**config.mk**
```make
export PLATFORM = sky130hd
export DESIGN_NAME = sidereal_tracking_controller
export DESIGN_NICKNAME = d
export VERILOG_FILES = /design/src/stc_pkg.sv /design/src/stc_regs.sv /design/src/stc_divider.sv /design/src/sidereal_tracking_controller.sv
export SDC_FILE = /design/constraint.sdc
export NUM_CORES = 1
export LEC_CHECK = 0
export ABC_AREA = 1
export BUFFER_PORTS_ARGS = -buffer_cell sky130_fd_sc_hd__clkbuf_2
export CORE_UTILIZATION = 39
export DETAILED_ROUTE_END_ITERATION = 8
export GPL_ROUTABILITY_DRIVEN = 1
export HOLD_SLACK_MARGIN = 0.03
export MAX_ROUTING_LAYER = met4
export PLACE_DENSITY = 0.57
export SYNTH_ARGS = -nofsm -noshare
export SYNTH_HDL_FRONTEND = slang
export SYNTH_SLANG_ARGS = --single-unit
```
**constraint.sdc**
```tcl
create_clock -name clk -period 4.9 [get_ports clk]
set_input_delay 0.49 -clock clk [delete_from_list [all_inputs] [get_ports clk]]
set_output_delay 0.49 -clock clk [all_outputs]
set_load 0.03 [all_outputs]
```
**src/stc_pkg.sv**
```systemverilog
`timescale 1ns / 1ps
// Shared types, codes and constants for the sidereal tracking controller.
// Used by every module of the block; depends on nothing.
package stc_pkg;

  localparam int unsigned SampleW   = 10;
  localparam int unsigned TimeW     = 32;
  localparam int unsigned CountW    = 32;
  localparam int unsigned IntervalW = 24;
  localparam int unsigned DividendW = TimeW + 1;
  localparam int unsigned DivCntW   = $clog2(DividendW);
  localparam int unsigned InDataW   = 56;
  localparam int unsigned OutDataW  = 72;
  localparam int unsigned CfgAddrW  = 3;
  localparam int unsigned CfgDataW  = 32;

  localparam logic [SampleW-1:0]   ThresholdReset = 10'd512;
  localparam logic [IntervalW-1:0] IntervalReset  = 24'd414250;

  // Register index taken from the word address.
  typedef enum logic {
    REG_THRESHOLD = 1'b0,
    REG_INTERVAL  = 1'b1
  } reg_idx_t;

  typedef enum logic [1:0] {
    DRIVE_OFF   = 2'd0,
    DRIVE_PLUS  = 2'd1,
    DRIVE_MINUS = 2'd2
  } drive_t;

  typedef enum logic [1:0] {
    DELTA_NONE = 2'd0,
    DELTA_INC  = 2'd1,
    DELTA_DEC  = 2'd2
  } delta_t;

  typedef struct packed {
    logic [SampleW-1:0]   threshold;
    logic [IntervalW-1:0] interval;
  } cfg_t;

  typedef struct packed {
    logic                 start;
    logic [DividendW-1:0] dividend;
    logic [IntervalW-1:0] divisor;
  } div_req_t;

  typedef struct packed {
    logic                 done;
    logic [DividendW-1:0] quotient;
    logic [IntervalW-1:0] remainder;
  } div_rsp_t;

  // Quadrature transition table. A jump where both channels flip is illegal
  // and moves nothing.
  function automatic delta_t quad_step(input logic [1:0] prev, input logic [1:0] cur);
    delta_t d;
    case ({prev, cur})
      4'b00_01, 4'b01_11, 4'b11_10, 4'b10_00: d = DELTA_INC;
      4'b00_10, 4'b10_11, 4'b11_01, 4'b01_00: d = DELTA_DEC;
      default:                                d = DELTA_NONE;
    endcase
    return d;
  endfunction

endpackage

```
**src/stc_regs.sv**
```systemverilog
`timescale 1ns / 1ps
// Configuration registers of the tracking controller behind an APB-style port.
// Depends on stc_pkg.
module stc_regs
  import stc_pkg::*;
(
  input  logic                clk,
  input  logic                rst_n,
  input  logic                psel,
  input  logic                penable,
  input  logic                pwrite,
  input  logic [CfgAddrW-1:0] paddr,
  input  logic [CfgDataW-1:0] pwdata,
  output logic [CfgDataW-1:0] prdata,
  output cfg_t                cfg
);

  logic [SampleW-1:0]   threshold_r;
  logic [IntervalW-1:0] interval_r;
  logic                 wr_en;
  reg_idx_t             idx;

  assign wr_en = psel && penable && pwrite;
  assign idx   = reg_idx_t'(paddr[2]);

  always_ff @(posedge clk) begin
    if (!rst_n) begin
      threshold_r <= ThresholdReset;
      interval_r  <= IntervalReset;
    end else if (wr_en) begin
      unique case (idx)
        REG_THRESHOLD: threshold_r <= pwdata[SampleW-1:0];
        REG_INTERVAL:  interval_r  <= pwdata[IntervalW-1:0];
        default: ;
      endcase
    end
  end

  always_comb begin
    unique case (idx)
      REG_THRESHOLD: prdata = {{(CfgDataW-SampleW){1'b0}}, threshold_r};
      REG_INTERVAL:  prdata = {{(CfgDataW-IntervalW){1'b0}}, interval_r};
      default:       prdata = '0;
    endcase
  end

  assign cfg.threshold = threshold_r;
  assign cfg.interval  = interval_r;

endmodule

```
**src/stc_divider.sv**
```systemverilog
`timescale 1ns / 1ps
// Restoring radix-2 divider: 33-bit dividend by 24-bit divisor, one bit a cycle.
// Depends on stc_pkg.
module stc_divider
  import stc_pkg::*;
(
  input  logic     clk,
  input  logic     rst_n,
  input  div_req_t req,
  output div_rsp_t rsp
);

  logic                 busy_r;
  logic                 done_r;
  logic [DivCntW-1:0]   cnt_r;
  logic [IntervalW-1:0] rem_r;
  logic [DividendW-1:0] quo_r;
  logic [IntervalW-1:0] div_r;
  logic [IntervalW+1:0] trial;
  logic                 fits;

  // Shift the next dividend bit into the partial remainder and try a subtract.
  assign trial = {1'b0, rem_r, quo_r[DividendW-1]} - {2'b00, div_r};
  assign fits  = !trial[IntervalW+1];

  always_ff @(posedge clk) begin
    if (!rst_n) begin
      busy_r <= 1'b0;
      done_r <= 1'b0;
    end else begin
      done_r <= 1'b0;
      if (req.start) begin
        busy_r <= 1'b1;
      end else if (busy_r && (cnt_r == '0)) begin
        busy_r <= 1'b0;
        done_r <= 1'b1;
      end
    end
  end

  always_ff @(posedge clk) begin
    if (req.start) begin
      quo_r <= req.dividend;
      rem_r <= '0;
      div_r <= req.divisor;
      cnt_r <= DivCntW'(DividendW - 1);
    end else if (busy_r) begin
      rem_r <= fits ? trial[IntervalW-1:0] : {rem_r[IntervalW-2:0], quo_r[DividendW-1]};
      quo_r <= {quo_r[DividendW-2:0], fits};
      cnt_r <= cnt_r - DivCntW'(1);
    end
  end

  assign rsp.done      = done_r;
  assign rsp.quotient  = quo_r;
  assign rsp.remainder = rem_r;

endmodule

```
**src/sidereal_tracking_controller.sv**
```systemverilog
`timescale 1ns / 1ps
// Sidereal tracking controller: quadrature decode, time-based reference count,
// bang-bang drive. Uses stc_pkg, stc_regs and stc_divider.
//
// Input stream (in_*): one item per encoder sample, two raw channel samples
// and a microsecond timestamp. Output stream (out_*): exactly one item per
// input item with drive, reference-minus-position error and position in
// tdata, and the phase-changed flag in tuser. Configuration goes through the
// APB-style cfg_* port and must be written only while the block is idle; the
// block itself does not enforce this. An item without a phase change goes
// from ST_IDLE to ST_DONE, then into the output register once it is free; one
// with a phase change passes ST_SUM to start the restoring divider on the
// 33-bit time sum, ST_DIV until its quotient is done, ST_UPD to update the
// reference and ST_DONE to load the result. in_tready is high only while the
// block is idle, so no new item is accepted before the last one is loaded.
// A finished result waits in the output register while the next item is
// accepted; if the receiver still stalls when that next item finishes, the
// block holds it until the register frees up.
// Synchronous reset clears position, reference, time state and drive (off)
// and restores the register defaults.
module sidereal_tracking_controller
  import stc_pkg::*;
(
  input  logic                clk,
  input  logic                rst_n,
  input  logic                in_tvalid,
  output logic                in_tready,
  // [9:0] sample_a, [19:10] sample_b, [51:20] time_us, [55:52] zero
  input  logic [InDataW-1:0]  in_tdata,
  output logic                out_tvalid,
  input  logic                out_tready,
  // [1:0] drive, [33:2] error_steps, [65:34] position, [71:66] zero
  output logic [OutDataW-1:0] out_tdata,
  // [0] phase_changed
  output logic                out_tuser,
  input  logic                cfg_psel,
  input  logic                cfg_penable,
  input  logic                cfg_pwrite,
  input  logic [CfgAddrW-1:0] cfg_paddr,
  input  logic [CfgDataW-1:0] cfg_pwdata,
  output logic [CfgDataW-1:0] cfg_prdata,
  output logic                cfg_pready
);

  typedef enum logic [4:0] {
    ST_IDLE = 5'b00001,
    ST_SUM  = 5'b00010,
    ST_DIV  = 5'b00100,
    ST_UPD  = 5'b01000,
    ST_DONE = 5'b10000
  } state_t;

  state_t               state_r, state_nxt;
  cfg_t                 cfg;
  div_req_t             div_req;
  div_rsp_t             div_rsp;

  logic [1:0]           last_phase_r;
  logic [CountW-1:0]    pos_r;
  logic [CountW-1:0]    ref_r;
  logic [IntervalW-1:0] rem_r;
  logic [TimeW-1:0]     last_t_r;
  logic [TimeW-1:0]     elapsed_r;
  logic [CountW-1:0]    quo_r;
  drive_t               drive_r, drive_nxt;
  logic                 changed_r;
  logic                 out_valid_r;
  logic [OutDataW-1:0]  out_data_r;
  logic                 out_user_r;

  logic [SampleW-1:0]   smp_a, smp_b;
  logic [TimeW-1:0]     smp_t;
  logic [1:0]           phase;
  delta_t               delta;
  logic                 in_fire;
  logic                 out_load;
  logic [CountW-1:0]    err;

  stc_regs u_regs (
    .clk     (clk),
    .rst_n   (rst_n),
    .psel    (cfg_psel),
    .penable (cfg_penable),
    .pwrite  (cfg_pwrite),
    .paddr   (cfg_paddr),
    .pwdata  (cfg_pwdata),
    .prdata  (cfg_prdata),
    .cfg     (cfg)
  );

  stc_divider u_div (
    .clk   (clk),
    .rst_n (rst_n),
    .req   (div_req),
    .rsp   (div_rsp)
  );

  assign cfg_pready = 1'b1;

  assign smp_a = in_tdata[SampleW-1:0];
  assign smp_b = in_tdata[2*SampleW-1:SampleW];
  assign smp_t = in_tdata[2*SampleW+TimeW-1:2*SampleW];
  assign phase = {smp_a > cfg.threshold, smp_b > cfg.threshold};
  assign delta = quad_step(last_phase_r, phase);

  assign in_tready = (state_r == ST_IDLE);
  assign in_fire   = in_tvalid && in_tready;
  assign out_load  = (state_r == ST_DONE) && (!out_valid_r || out_tready);

  // The remainder is always below 2^24, so the sum fits 33 bits.
  assign div_req.start    = (state_r == ST_SUM);
  assign div_req.dividend = {{(DividendW-IntervalW){1'b0}}, rem_r}
                          + {1'b0, elapsed_r};
  assign div_req.divisor  = (cfg.interval == '0) ? IntervalW'(1) : cfg.interval;

  assign err = ref_r - pos_r;

  // Bang-bang rule; an error of plus or minus one keeps the current drive.
  always_comb begin
    drive_nxt = drive_r;
    if (changed_r) begin
      if (err == '0) begin
        drive_nxt = DRIVE_OFF;
      end else if (err[CountW-1] && (err != '1)) begin
        drive_nxt = DRIVE_PLUS;
      end else if (!err[CountW-1] && (err != CountW'(1))) begin
        drive_nxt = DRIVE_MINUS;
      end
    end
  end

  always_comb begin
    state_nxt = state_r;
    unique case (state_r)
      ST_IDLE: if (in_fire) state_nxt = (phase != last_phase_r) ? ST_SUM : ST_DONE;
      ST_SUM:  state_nxt = ST_DIV;
      ST_DIV:  if (div_rsp.done) state_nxt = ST_UPD;
      ST_UPD:  state_nxt = ST_DONE;
      ST_DONE: if (out_load) state_nxt = ST_IDLE;
      default: state_nxt = ST_IDLE;
    endcase
  end

  always_ff @(posedge clk) begin
    if (!rst_n) begin
      state_r      <= ST_IDLE;
      last_phase_r <= 2'b00;
      pos_r        <= '0;
      ref_r        <= '0;
      rem_r        <= '0;
      last_t_r     <= '0;
      drive_r      <= DRIVE_OFF;
      changed_r    <= 1'b0;
      out_valid_r  <= 1'b0;
    end else begin
      state_r <= state_nxt;
      if (in_fire) begin
        last_phase_r <= phase;
        changed_r    <= (phase != last_phase_r);
        if (delta == DELTA_INC) begin
          pos_r <= pos_r + CountW'(1);
        end else if (delta == DELTA_DEC) begin
          pos_r <= pos_r - CountW'(1);
        end
        if (phase != last_phase_r) begin
          last_t_r <= smp_t;
        end
      end
      if ((state_r == ST_DIV) && div_rsp.done) begin
        rem_r <= div_rsp.remainder;
      end
      if (state_r == ST_UPD) begin
        ref_r <= ref_r + quo_r;
      end
      if (out_load) begin
        drive_r     <= drive_nxt;
        out_valid_r <= 1'b1;
      end else if (out_tready) begin
        out_valid_r <= 1'b0;
      end
    end
  end

  always_ff @(posedge clk) begin
    if (in_fire) begin
      elapsed_r <= smp_t - last_t_r;
    end
    if ((state_r == ST_DIV) && div_rsp.done) begin
      quo_r <= div_rsp.quotient[CountW-1:0];
    end
    if (out_load) begin
      out_data_r <= {{(OutDataW-2*CountW-2){1'b0}}, pos_r, err, drive_nxt};
      out_user_r <= changed_r;
    end
  end

  assign out_tvalid = out_valid_r;
  assign out_tdata  = out_data_r;
  assign out_tuser  = out_user_r;

endmodule

```
==> results by stage <==
Drt:
- The first TritonRoute pass finished after 7 iterations.
- The overall via count from detail_route is 20800.
- For this run, design rule violations remaining after detail routing come to 0.
- Dividing the detail-routed wire length by the instance count gives 14.2 µm.
- The first routing iteration left 1293 violations.
- Once detail routing completed, the nets flagged for antenna violations numbered 0.
- The per-cell via count in the routed design is 4.80.
- The total detailed-routing wirelength is 61.8 mm.

Setup path:
- At the worst endpoint, the arrival time is 4.84 ns.
- The sort of element at the end of the critical path is a register.
- The depth of the worst register-to-register path is 26.
- For the worst setup path, the data required time is 5.38 ns.
- In this run the number of cells on the critical path is 26.
- Together, buffers and inverters on the worst path number 4.
- The kind of start point of the critical path is a register.
- The startpoint-to-endpoint class of the critical path is reg2reg.
- The cell family contributing the most delay on the critical path is compound AO/OA/AOI/OAI gates.
- The largest individual stage delay along the critical path comes from the cell ha_1.
- The most prevalent standard cell on the critical path is nand2_1.
- The largest fanout on the critical path is 7.
- The largest single stage delay on the critical path is 0.35 ns.

Placement:
- Detailed placement finished with a half-perimeter wire length of 48.9 mm.
- Summing all placed instances gives a cell area of 26500 µm².
- The number of buffers inserted by port buffering is 176.
- The final RePlAce weighted congestion is 0.932.

Logic synthesis:
- The gate count after technology mapping is 3310.
- Yosys mapped a number of flops with a built-in enable equal to 188.
- The count of cell types in the netlist is 54.
- Sorting the synthesized cells by area gives the leading types as edfxtp_1 (23%), dfxtp_1 (16%), nand2_1 (11%).
- The largest total area in the synthesized netlist belongs to edfxtp_1.
- After synthesis the cells add up to 24800 µm².
- Summed over its instances, the top area cell type makes up 22.8% of the synthesized netlist area.
- The register area share after synthesis is 38.7%.
- The post-synthesis register bit count is 385.
- During synthesis, Yosys emitted a total of 0 warnings.
- The commonest register cell after synthesis is dfxtp_1.
- Dividing the synthesized area by the synthesized cell count gives 7.49 µm².
- The async set or reset register ratio after synthesis is 0%.

Clock tree:
- Counting every sink on the clock net gives 385.
- Hold repair after CTS inserted 0 buffers.
- The number of buffers on the longest clock path is 3.
- Post-CTS repair changed the size of 0 cells.
- Clock-pin slew was measured on the worst setup and hold paths at 0.06 ns.
- The H-tree depth is 2.
- The number of CTS-inserted buffers is 44.
- The clock insertion delay at the later pin of the skew report is 0.58 ns.
- TritonCTS built the clock tree.
- The post-CTS setup buffer count is 0.
- The buffer type at the clock tree root is clkbuf_16.

Job:
- The number of violations of the max-capacitance limit is 0.

Floorplanning:
- The count of boundary I/O pins is 206.
- From left edge to right edge, the die measures 254 µm.
- The placement row count is 92.
- The placeable core region is 63000 µm².
- The effective utilization at floorplan is 39.4%.
- The die covers 64600 µm².
- The chip height is 254 µm.

STA:
- The worst path in the final design needs a cycle of 4.36 ns, including I/O delays and setup.
- The final critical-path share of the clock period is 89.0%.
- Static timing analysis puts the maximum clock frequency at 0.229 GHz.
- The final number of hold-violating endpoints came to 0.
- In this run the tightest slew margin relative to its limit is 28.9%.
- The number of setup violations in the final report is 0.
- Setup repair after global routing left no endpoint under its margin.
- The sum of negative setup slack is 0 ns.
- On the final layout, the worst clock skew is 0.0250 ns.
- The final count of pins violating max slew was 0.
- At the pin with the least slew margin, the transition time is 1.07 ns.

Layout:
- With fillers left out, the area of the finished cells amounts to 28100 µm².
- The final core utilization is 44.6%.
- The number of diodes is 0.
- Compared with the post-synthesis result, the final layout area differs by 13.2%.
- The number of nets at the end of the flow is 3761.
- The number of fillers in the final layout is 6546.
- The most frequent standard cell in the layout excluding fill and tap cells is nand2_1.
- The post-route netlist has 9.78% of its cells at a drive strength greater than 1.
- In the layout the commonest cells are nand2_1 (707), inv_1 (538), a21oi_1 (314).

GRT:
- Global routing finished with a remaining overflow of 0.
- The via count of the first global-routing pass is 19900.
- The global routing usage summed across all routing layers is 20.1%.
- Entering global routing, the biggest net connects 81 pins.
- The number of antenna violations at the first check in global routing is 0.
- The first global-routing pass estimated 102 mm of wire.

Pwr:
- The power density over the cells is 508 nW/µm².
- VDD sags by at most 0.295 mV.
- The analysis attributes to cell leakage a power of 0.0136 µW.

Min path:
- The worst hold path cell count is 3.
- The tightest min-delay check is of the in2reg type.

Run status:
- The run finished with clean final reports.
## tightest hold or removal path: stages
cell and delay, ns:
clkbuf_2 0.07, nor2_1 0.04, nor2_1 0.08
## stage by stage
stage	setup WS [ns]	total power [µW]	cells	hold slack, ns
2_1_floorplan	0.585	9160	3323	0.427
4_1_cts	0.436	14400	4344	0.113
3_5_place_dp	0.265	10800	4264	0.435
3_3_place_gp	0.356	10800	4264	0.431
5_1_grt	0.00679	15400	4344	0.137
6_report	0.539	14200	4344	0.146
## where the power goes
part           leakage [µW]  internal, µW  switching (µW)  total (µW)
Sequential          0.00332          3980             305        4280
Clock              0.000746          2100            1380        3490
Combinational       0.00955          2210            4270        6480
## layout make-up
class / instances / area, µm² / share of cell area [%]
flip-flops and latches: 385 / 9590 / 34.2
inverters: 548 / 2060 / 7.33
multi-input cells: 2287 / 12800 / 45.5
clock inverters: 20 / 258 / 0.918
clock buffers: 60 / 1280 / 4.57
repair buffers: 198 / 1060 / 3.77
well taps: 846 / 1060 / 3.77
## sequential cells by signal (all words and copies together) (netlist names), 6 cells and up
register            cells
elapsed_r              32
last_t_r               32
out_tdata              66
pos_r                  32
quo_r                  32
ref_r                  32
rem_r                  24
u_div.cnt_r             6
u_div.div_r            24
u_div.quo_r            33
u_div.rem_r            24
u_regs.interval_r      24
u_regs.threshold_r     10
## final timing paths
path	start	endpoint	slack [ns]
max	u_regs.threshold_r[9]	pos_r[24]	0.54
min	cfg_pwdata[23]	u_regs.interval_r[23]	0.15
max reg2reg	u_regs.threshold_r[9]	pos_r[24]	0.54
min reg2reg	u_div.quo_r[9]	quo_r[9]	0.45
## routing by layer
metal | vias up | wire [µm] | GRT usage, %
met2 | 298 | 28800 | 33.5
met5 | - | 0 | -
li1 | 11200 | - | -
met3 | 88 | 1840 | 2.04
met1 | 9249 | 29600 | 25.9
met4 | 0 | 1550 | 5.78
## kinds of logic after synthesis
kind of cell    Yosys count  share of synthesized area (%)
other cells               2                         0.0303
xor+xnor                123                           4.34
buf+inv                 651                           10.1
flops                   385                           38.7
fa+ha+maj               199                           10.2
simple gates           1226                           20.5
compound gates          724                           16.1
## cell usage after synthesis (4+ instances only)
| library cell | n |
|---|---|
| a31o_2 | 5 |
| nand3_2 | 5 |
| o21ai_2 | 7 |
| edfxtp_1 | 188 |
| nor2_2 | 6 |
| o21bai_1 | 15 |
| ha_1 | 193 |
| inv_1 | 539 |
| o21ai_1 | 18 |
| nor3_1 | 27 |
| o21ai_0 | 249 |
| nand3_1 | 116 |
| a221oi_1 | 7 |
| a31oi_1 | 32 |
| xor2_1 | 72 |
| nand4_1 | 45 |
| nand2_1 | 708 |
| o31ai_1 | 4 |
| nand2_2 | 21 |
| a21o_1 | 11 |
| nor2_1 | 271 |
| buf_1 | 5 |
| a21oi_1 | 315 |
| clkbuf_1 | 78 |
| or2_2 | 4 |
| o22ai_1 | 5 |
| buf_4 | 16 |
| inv_2 | 6 |
| fa_1 | 6 |
| o21a_1 | 14 |
| dfxtp_1 | 197 |
| o211ai_1 | 11 |
| xnor2_1 | 51 |
| a21boi_1 | 10 |
| nor4_1 | 7 |
| a21oi_2 | 4 |
| and2_1 | 4 |
(Power assumes the default switching activity.)
